File: src/hdl/lbct_pkg.sv
`default_nettype none
package lbct_pkg;

	localparam int ENTRIES = 16;
	localparam int IDX_W   = $clog2(ENTRIES);
	localparam int RANK_W  = $clog2(ENTRIES);
	localparam int CNT_W   = $clog2(ENTRIES + 1);
	localparam int ADDR_W  = 32;
	localparam int CTR_W   = 32;
	localparam int SLOT_W  = 4;
	localparam int CFG_W   = 5;
	localparam int LIM_W   = (CNT_W > CFG_W) ? CNT_W : CFG_W;

	// Carried from cell to cell during the search cycle.
	typedef struct packed {
		logic              found;
		logic [IDX_W-1:0]  hit_slot;
		logic [RANK_W-1:0] hit_rank;
		logic [ADDR_W-1:0] vic_tag;
		logic [IDX_W-1:0]  vic_slot;
	} lbct_chain_t;

	// Broadcast to all cells during the update cycle.
	typedef struct packed {
		logic              en;
		logic [IDX_W-1:0]  slot;
		logic              write_tag;
		logic [ADDR_W-1:0] tag;
		logic              age_all;
		logic [RANK_W-1:0] old_rank;
	} lbct_upd_t;

endpackage
`default_nettype wire

File: src/hdl/lru_block_cache_tags_top.sv
`default_nettype none
// Fully associative LRU tag store for a block cache.
// Input channel: opcode (0 read, 1 write) and block_address, taken when
// in_valid is high and in_stall is low. Output channel: one word per access
// with status, hit, slot, replaced, victim_address and the four hit/miss
// counters, taken when out_valid is high and out_stall is low.
// Config channel: active_entries, written when cfg_valid and cfg_ready are high;
// write it only while no access is in flight.
// Flow: an accepted word passes a search state, which registers the result of
// the cell-row search, and then an update state, which registers the output
// word; a new word is taken when idle or in the update step. The search ripples
// through the row of entry cells; the update is broadcast to all cells at once.
// While out_stall holds a finished result, the update step waits and
// in_stall stays high; nothing is lost.
// Reset: no entries filled, counters zero, active_entries 16, output empty.
// Zero addresses report status 1 and leave all state untouched.
module lru_block_cache_tags_top (
	input  wire                        clk,
	input  wire                        arst_n,
	input  wire                        in_valid,
	output logic                       in_stall,
	input  wire                        opcode,
	input  wire [lbct_pkg::ADDR_W-1:0] block_address,
	output logic                       out_valid,
	input  wire                        out_stall,
	output logic                       status,
	output logic                       hit,
	output logic [lbct_pkg::SLOT_W-1:0] slot,
	output logic                       replaced,
	output logic [lbct_pkg::ADDR_W-1:0] victim_address,
	output logic [lbct_pkg::CTR_W-1:0] read_hits,
	output logic [lbct_pkg::CTR_W-1:0] read_misses,
	output logic [lbct_pkg::CTR_W-1:0] write_hits,
	output logic [lbct_pkg::CTR_W-1:0] write_misses,
	input  wire                        cfg_valid,
	output logic                       cfg_ready,
	input  wire [lbct_pkg::CFG_W-1:0]  active_entries
);
	import lbct_pkg::*;

	localparam logic [1:0] ST_IDLE   = 2'd0;
	localparam logic [1:0] ST_SEARCH = 2'd1;
	localparam logic [1:0] ST_UPDATE = 2'd2;

	logic [1:0]        state_q;
	logic [CFG_W-1:0]  active_q;
	logic [CNT_W-1:0]  filled_q;
	logic [CTR_W-1:0]  rd_hit_q, rd_miss_q, wr_hit_q, wr_miss_q;

	logic              op_q;
	logic [ADDR_W-1:0] addr_q;

	// search results
	logic              hit_q;
	logic [IDX_W-1:0]  hit_slot_q;
	logic [RANK_W-1:0] hit_rank_q;
	logic [ADDR_W-1:0] vic_tag_q;
	logic [IDX_W-1:0]  vic_slot_q;

	logic              out_valid_q;
	logic              status_q, hit_o_q, replaced_q;
	logic [SLOT_W-1:0] slot_q;
	logic [ADDR_W-1:0] victim_q;

	lbct_chain_t       chain [ENTRIES+1];
	lbct_upd_t         upd;
	logic [RANK_W-1:0] last_rank;
	logic              can_load, in_take, do_update;
	logic              zero_addr, fill_ok;
	logic [LIM_W-1:0]  lim;
	logic [IDX_W-1:0]  new_slot;

	assign cfg_ready = 1'b1;
	assign can_load  = !out_valid_q || !out_stall;
	assign do_update = (state_q == ST_UPDATE) && can_load;
	assign in_stall  = !((state_q == ST_IDLE) || do_update);
	assign in_take   = in_valid && !in_stall;
	assign last_rank = RANK_W'(filled_q - 1'b1);
	assign zero_addr = (addr_q == '0);

	always_comb begin
		if (active_q == '0) begin
			lim = LIM_W'(1);
		end else if (LIM_W'(active_q) > LIM_W'(ENTRIES)) begin
			lim = LIM_W'(ENTRIES);
		end else begin
			lim = LIM_W'(active_q);
		end
	end

	assign fill_ok  = LIM_W'(filled_q) < lim;
	assign new_slot = hit_q ? hit_slot_q : (fill_ok ? IDX_W'(filled_q) : vic_slot_q);

	always_comb begin
		upd.en        = do_update && !zero_addr;
		upd.slot      = new_slot;
		upd.write_tag = !hit_q;
		upd.tag       = addr_q;
		upd.age_all   = !hit_q;
		upd.old_rank  = hit_rank_q;
	end

	assign chain[0] = '0;

	for (genvar i = 0; i < ENTRIES; i++) begin : g_cell
		lbct_cell u_cell (
			.clk       (clk),
			.idx       (IDX_W'(i)),
			.filled    (CNT_W'(i) < filled_q),
			.addr      (addr_q),
			.last_rank (last_rank),
			.chain_in  (chain[i]),
			.chain_out (chain[i+1]),
			.upd       (upd)
		);
	end

	always_ff @(posedge clk or negedge arst_n) begin
		if (!arst_n) begin
			state_q   <= ST_IDLE;
			active_q  <= CFG_W'(16);
			filled_q  <= '0;
			rd_hit_q  <= '0;
			rd_miss_q <= '0;
			wr_hit_q  <= '0;
			wr_miss_q <= '0;
			out_valid_q <= 1'b0;
		end else begin
			if (cfg_valid && cfg_ready) begin
				active_q <= active_entries;
			end
			unique case (state_q)
				ST_IDLE: begin
					if (in_take) begin
						state_q <= ST_SEARCH;
					end
				end
				ST_SEARCH: begin
					state_q <= ST_UPDATE;
				end
				ST_UPDATE: begin
					if (do_update) begin
						state_q <= in_take ? ST_SEARCH : ST_IDLE;
					end
				end
				default: begin
					state_q <= ST_IDLE;
				end
			endcase
			if (do_update) begin
				out_valid_q <= 1'b1;
			end else if (!out_stall) begin
				out_valid_q <= 1'b0;
			end
			if (do_update && !zero_addr) begin
				if (!hit_q && fill_ok) begin
					filled_q <= filled_q + 1'b1;
				end
				unique case ({op_q, hit_q})
					2'b00: rd_miss_q <= rd_miss_q + 1'b1;
					2'b01: rd_hit_q  <= rd_hit_q + 1'b1;
					2'b10: wr_miss_q <= wr_miss_q + 1'b1;
					2'b11: wr_hit_q  <= wr_hit_q + 1'b1;
					default: ;
				endcase
			end
		end
	end

	// payload registers
	always_ff @(posedge clk) begin
		if (in_take) begin
			op_q   <= opcode;
			addr_q <= block_address;
		end
		if (state_q == ST_SEARCH) begin
			hit_q      <= chain[ENTRIES].found;
			hit_slot_q <= chain[ENTRIES].hit_slot;
			hit_rank_q <= chain[ENTRIES].hit_rank;
			vic_tag_q  <= chain[ENTRIES].vic_tag;
			vic_slot_q <= chain[ENTRIES].vic_slot;
		end
		if (do_update) begin
			if (zero_addr) begin
				status_q   <= 1'b1;
				hit_o_q    <= 1'b0;
				slot_q     <= '0;
				replaced_q <= 1'b0;
				victim_q   <= '0;
			end else begin
				status_q   <= 1'b0;
				hit_o_q    <= hit_q;
				slot_q     <= SLOT_W'(new_slot);
				replaced_q <= !hit_q && !fill_ok;
				victim_q   <= (!hit_q && !fill_ok) ? vic_tag_q : '0;
			end
		end
	end

	assign out_valid      = out_valid_q;
	assign status         = status_q;
	assign hit            = hit_o_q;
	assign slot           = slot_q;
	assign replaced       = replaced_q;
	assign victim_address = victim_q;
	// counters already hold the post-access values while the word waits
	assign read_hits      = rd_hit_q;
	assign read_misses    = rd_miss_q;
	assign write_hits     = wr_hit_q;
	assign write_misses   = wr_miss_q;

endmodule
`default_nettype wire

File: src/hdl/lbct_cell.sv
`default_nettype none
module lbct_cell (
	input  wire                        clk,
	input  wire [lbct_pkg::IDX_W-1:0]  idx,
	input  wire                        filled,
	input  wire [lbct_pkg::ADDR_W-1:0] addr,
	input  wire [lbct_pkg::RANK_W-1:0] last_rank,
	input  lbct_pkg::lbct_chain_t      chain_in,
	output lbct_pkg::lbct_chain_t      chain_out,
	input  lbct_pkg::lbct_upd_t        upd
);
	import lbct_pkg::*;

	logic [ADDR_W-1:0] tag_q;
	logic [RANK_W-1:0] rank_q;
	logic              match;
	logic              is_last;

	assign match   = filled && (tag_q == addr);
	assign is_last = filled && (rank_q == last_rank);

	// first match wins; the oldest entry is unique among filled ones
	always_comb begin
		chain_out = chain_in;
		if (!chain_in.found && match) begin
			chain_out.found    = 1'b1;
			chain_out.hit_slot = idx;
			chain_out.hit_rank = rank_q;
		end
		if (is_last) begin
			chain_out.vic_tag  = tag_q;
			chain_out.vic_slot = idx;
		end
	end

	always_ff @(posedge clk) begin
		if (upd.en) begin
			if (upd.slot == idx) begin
				rank_q <= '0;
				if (upd.write_tag) begin
					tag_q <= upd.tag;
				end
			end else if (filled && (upd.age_all || rank_q < upd.old_rank)) begin
				rank_q <= rank_q + 1'b1;
			end
		end
	end

endmodule
`default_nettype wire

File: config.mk
export PLATFORM = sky130hd
export DESIGN_NAME = lru_block_cache_tags_top
export DESIGN_NICKNAME = d
export VERILOG_FILES = /design/src/hdl/lbct_pkg.sv /design/src/hdl/lru_block_cache_tags_top.sv /design/src/hdl/lbct_cell.sv
export SDC_FILE = /design/constraint.sdc
export NUM_CORES = 2
export LEC_CHECK = 0
export BUFFER_PORTS_ARGS = -buffer_cell sky130_fd_sc_hd__buf_2
export CAP_MARGIN = 30
export CORE_MARGIN = 2
export CORE_UTILIZATION = 35
export DETAILED_ROUTE_END_ITERATION = 16
export PLACE_DENSITY = 0.53
export REMOVE_ABC_BUFFERS = 1
export SLEW_MARGIN = 20
export SYNTH_ARGS = -nofsm -noshare
export SYNTH_HDL_FRONTEND = slang
export SYNTH_SLANG_ARGS = --single-unit
export TNS_END_PERCENT = 5
File: constraint.sdc
create_clock -name clk -period 10.52 [get_ports clk]
set_input_delay 0 -clock clk [delete_from_list [all_inputs] [get_ports clk]]
set_output_delay 0 -clock clk [all_outputs]
set_load 0.05 [all_outputs]
Yosys cells after proc, flatten, opt, wreduce, memory -nomap -nowiden
Index checks and enable logic that the tools add are counted.
{ "totals": {"reg_bits": 834, "latch_bits": 0, "mem_bits_rw": 0, "rom_bits": 0, "input_bits": 43, "out_inout_bits": 170, "elab_cells": 403, "memories": 0} }
{ "op_classes": {"add_sub_neg": 22, "multipliers": 0, "div": 0, "magnitude_cmp": 34, "n_eq_ne": 55, "shifts": 0, "mux": 59, "bitwise_logic": 2, "reduce_logical": 173} }
{ "op_table": {"columns": ["cell", "count"], "rows": [
  ["$mux 36", 16],
  ["$eq 32x32->1", 16],
  ["$mux 9", 15],
  ["$add 32x1->32 const B", 4],
  ["$mux 4", 19],
  ["$logic_and 1x1->1", 68],
  ["$add 4x1->4 const B", 16],
  ["$eq 4x4->1", 16],
  ["$lt 4x4->1", 16],
  ["$reduce_and 3->1", 16],
  ["$reduce_and 2->1", 22],
  ["$lt 4x5->1 const A", 8],
  ["$eq 4x4->1 const B", 8],
  ["$logic_not 32->1", 1],
  ["$reduce_bool 2->1", 16],
  ["$logic_not 1->1", 21],
  ["$lt 3x5->1 const A", 4],
  ["$logic_or 1x1->1", 18],
  ["$eq 4x3->1 const B", 4],
  ["$reduce_or 8->1", 2],
  ["$lt 1x5->1 const A", 2],
  ["$lt 2x5->1 const A", 2],
  ["$mux 5", 2],
  ["$eq 4x2->1 const B", 2],
  ["other kinds (18)", 31]
]} }

Longest topological paths before layout
{ "depth": {"word_depth": 48, "mapped_depth": 17, "depth_no_buf": 12} }

Cells and area by module
From an unflattened synthesis, not the netlist that was laid out.
{ "hier_totals": {"hier_cells": 3539, "area_unflattened_um2": 47470.5} }
{ "modules_own_cells": {"columns": ["module", "n_inst", "cells_each", "area_per_inst_um2", "seq_area_each_um2"], "rows": [
  ["lbct_cell", 16, 167, 2285.9, 1081.0],
  ["lru_block_cache_tags_top", 1, 867, 10895.4, 7043.0]
]} }

Worst setup path before layout
No wires, ideal clock.
{ "synth_timing": {"path_kind": "register -> register", "from": "reg out_valid_q, in the netlist out_valid", "to": "reg g_cell[14].u_cell.tag_q[0], enable pin", "setup_time_ns": 0.461, "arrival_ns": 5.873, "required_ns": 10.059, "path_slack_ns": 4.186, "path_stages_with_launch": 4, "n_path_buf": 0, "period_less_slack_ns": 6.334, "cell_sequence": "dfrtp_1 a21oi_1 o211ai_1 nor3_1"} }
{ "synth_via": {"elab_chain_cells": 5} }
{ "synth_lines": {"columns": ["element", "line", "source"], "rows": [
  ["start, declared", "lru_block_cache_tags_top.sv:60", "logic out_valid_q;"],
  ["start signal, assigned", "lru_block_cache_tags_top.sv:127", "out_valid_q <= 1'b0;"],
  ["start signal, assigned", "lru_block_cache_tags_top.sv:151", "out_valid_q <= 1'b1;"],
  ["start signal, assigned", "lru_block_cache_tags_top.sv:153", "out_valid_q <= 1'b0;"],
  ["$logic_not 1->1", "lru_block_cache_tags_top.sv:74", "assign can_load = !out_valid_q || !out_stall;"],
  ["$logic_or 1x1->1", "lru_block_cache_tags_top.sv:74", null],
  ["$logic_and 1x1->1", "lru_block_cache_tags_top.sv:75", "assign do_update = (state_q == ST_UPDATE) && can_load;"],
  ["named net do_update", "lru_block_cache_tags_top.sv:68", "logic can_load, in_take, do_update;"],
  ["$logic_and 1x1->1", "lru_block_cache_tags_top.sv:95", "upd.en = do_update && !zero_addr;"],
  ["$reduce_and 3->1 (no line)", null, null],
  ["end signal, assigned", "lbct_cell.sv:41", "tag_q <= upd.tag;"],
  ["end, declared", "lbct_cell.sv:14", "logic [ADDR_W-1:0] tag_q;"]
]} }
The timed path passes the listed nets, and every way through them passes these cells.
A chain may end at the register's enable or synchronous reset.

==> impl_metrics.toml <==
[critical_path]
path_max_fanout = 38
worstReg2RegStart = "filled_q[1]$_DFFE_PN0P_"
ff2ff_setup_slack_ns = 5.56
rr_worst_depth = 12
cp_data_required_time_ns = 11.07
crit_path_end_kind = "register"
critPathKind = "register to register"
worstSetupStartpointType = "register"
r2r_end = "vic_tag_q[30]$_DFFE_PN_"
critPathArrivalTime_ns = 5.51

[drt]
dr_total_vias = 28600
first_iter_violations = 3032
viasPerCell = 5.47
drc = 0
drt_first_pass_iters = 5
wire_per_inst_um = 25.6
wirelength_um = 134000
drt.antenna.violating_nets = 0

[pwr]
ir_drop_uv = 130
p_sw_uw = 3630
seq_power_share_pct = 38.6
switching_share_pct = 34.7
leakage_uw = 0.0179
clkPwrFrac_pct = 32.7
pwr-share-comb_pct = 28.6
p_per_area_nw_per_um2 = 214
internal_power_uw = 6810

[global_route]
overflow = 0
grt_max_degree = 72
antenna_found_initial = 3
grt_pass1_wl_um = 194000
track_usage_pct = 21.6
grt_pass1_vias = 27500

[synthesis]
syn_area_um2 = 41500
syn_avg_cell_area_um2 = 12.5
synth_fa_ha_area_share_pct = 2.23
synth-seq-area-share_pct = 58.6
synth.distinct_cells = 81
synth_edf_count = 693
synth_warnings = 0
synth_compound_area_share_pct = 9.49
synthXorXnorAreaFrac_pct = 15.8
ys_seq_elements = 834
ys.flop_type = "edfxtp_1"
synth_mux_area_share_pct = 0.512
synthArstFlopShare_pct = 16.9
syn_inst = 3315
synth_simple_gate_area_share_pct = 10.8
synth_top_family_by_area = "XOR/XNOR gates"

[cells_and_area]
fin_nets = 3729
utilization_pct = 41.3
num_antenna_cells = 0
layout_commonest_cell = "edfxtp_1"
area_delta_synth_final_pct = 17.3
final_cell_count_no_fill = 5224
multi_input_area_um2 = 16300
final_cell_mix = "edfxtp_1 (693), xor2_1 (419), xnor2_1 (312)"
drive_gt1_share_pct = 13.6
fill_cells = 11100
layout.area.seq_um2 = 24300

[place]
post-dp-hpwl_um = 92800
place_ws_ns = 5.64
gp_congestion = 0.919
port_buffers = 211
dp_cells = 4973

[cts]
clockRootBuffer = "clkbuf_16"
clockBufferDepth = 3
cts_resized = 0
htreeDepth = 3
clk_pin_slew_ns = 0.07
cts_tree = "yes"
cts-buffers-inserted = 93
cts_sinks = 834
clk_latency_ns = 0.71

[floorplan]
start_util_pct = 35.2
coreArea_um2 = 118000
die-height_um = 348
rows = 126
die_area_um2 = 121000
ios = 213
die_x_um = 348

[min_path]
min_path_type = "input port to register"
min_to = "addr_q[2]$_DFFE_PP_"
min_from = "block_address[2]"
holdPathStages = 2

[sta]
fin_crit_sh_pct = 47.2
setup_viol = 0
max_freq_mhz = 202
worst-slew-pin-transition_ns = 0.967
grt_setup_unrepaired = "false"
max_slew_margin_pct = 33.9
skew_ns = 0.0431
min_period_ns = 4.96
fin_ws_ns = 5.56
slew_viol_final = 0
hold_viol = 0
tns_ns = 0

[job]
cap_violations = 0

[status]
status = "completed"
-- worst max-delay path, stage by stage (launching register included) --
cell       delay, ns
dfrtp_1         0.70
inv_1           0.17
ha_1            0.33
xnor2_2         0.60
xnor2_1         0.16
nor4_2          0.34
buf_4           0.51
nor2_2          0.08
buf_4           0.27
a2111oi_0       0.88
o221ai_1        0.33
a41oi_1         0.31
a221o_1         0.14
-- layout make-up --
cell class	instances	share of cell area (%)
well taps	1536	3.95
clock buffers	124	5.16
flip-flops and latches	834	50.0
inverters	46	0.355
repair buffers	380	5.70
clock inverters	47	1.37
multi-input cells	2257	33.5
-- cells in the mapped netlist (all sizes together), types with 83 or more instances --
cell type | number | share of area (%)
edfxtp | 693 | 50
xnor2 | 314 | 6.6
nand4 | 83 | 1.3
clkbuf | 87 | 0.79
nor2 | 193 | 1.8
nand2 | 126 | 1.1
xor2 | 420 | 8.9
dfrtp | 140 | 8.4
a21oi | 165 | 2.0
o21ai | 95 | 1.2
buf | 91 | 1.4
nand3 | 93 | 1.1
nor4 | 104 | 1.6
-- cells by family after synthesis --
logic type | after synthesis
other cells | 1
compound gates | 569
fa+ha+maj | 74
mux | 20
buf+inv | 224
flops | 834
xor+xnor | 738
simple gates | 855
-- registers in the layout, indices dropped and copies added, names as in the netlist, 2 cells and up --
register              cells
active_q                  5
addr_q                   32
filled_q                  5
g_cell.u_cell.rank_q     64
g_cell.u_cell.tag_q     512
hit_rank_q                4
hit_slot_q                4
read_hits                32
read_misses              32
slot                      4
state_q                   2
vic_slot_q                4
vic_tag_q                32
victim_address           32
write_hits               32
write_misses             32
-- how the worst max path moves through the flow --
stage / start / to / cells after the start
6_report: filled_q[1]$_DFFE_PN0P_ / vic_tag_q[30]$_DFFE_PN_ / 12
5_1_grt: filled_q[1]$_DFFE_PN0P_ / vic_tag_q[30]$_DFFE_PN_ / 12
4_1_cts: filled_q[1]$_DFFE_PN0P_ / vic_tag_q[30]$_DFFE_PN_ / 12
3_5_place_dp: filled_q[1]$_DFFE_PN0P_ / vic_tag_q[30]$_DFFE_PN_ / 12
3_3_place_gp: filled_q[1]$_DFFE_PN0P_ / vic_tag_q[30]$_DFFE_PN_ / 12
2_1_floorplan: filled_q[0]$_DFFE_PN0P_ / vic_tag_q[30]$_DFFE_PN_ / 9
-- power groups by stage --
stage	sequential, µW	clock (µW)	combinational [µW]
2_1_floorplan	4270	0	1470
3_3_place_gp	4100	0	2950
3_5_place_dp	4100	0	2960
4_1_cts	4030	3480	2990
5_1_grt	4050	3610	3160
6_report	4030	3420	2990
-- layer usage --
metal	GRT usage, %	wire length, µm	vias up	part of all wire [%]
met5	0	27	-	0.020
met4	5.79	3440	4	2.6
met3	5.60	13000	181	9.8
met2	31.7	57600	1305	43
met1	31.5	59600	14200	45
li1	-	-	12900	-
-- what timing repair did --
action                    in CTS  in global routing
hold endpoints to repair     131                  0
hold buffers                  75                  0
setup buffers                  0                  0
-- stage by stage --
stage	total power (µW)	cell area [µm²]	hold slack [ns]
after floorplan	5740	40600	-0.296
after global placement	7040	44300	0.0649
after detailed placement	7060	44700	0.0572
after CTS	10500	48600	0.00266
after global routing	10800	48700	0.0351
final	10400	48700	0.0477
Power figures use the tool's default switching activity.
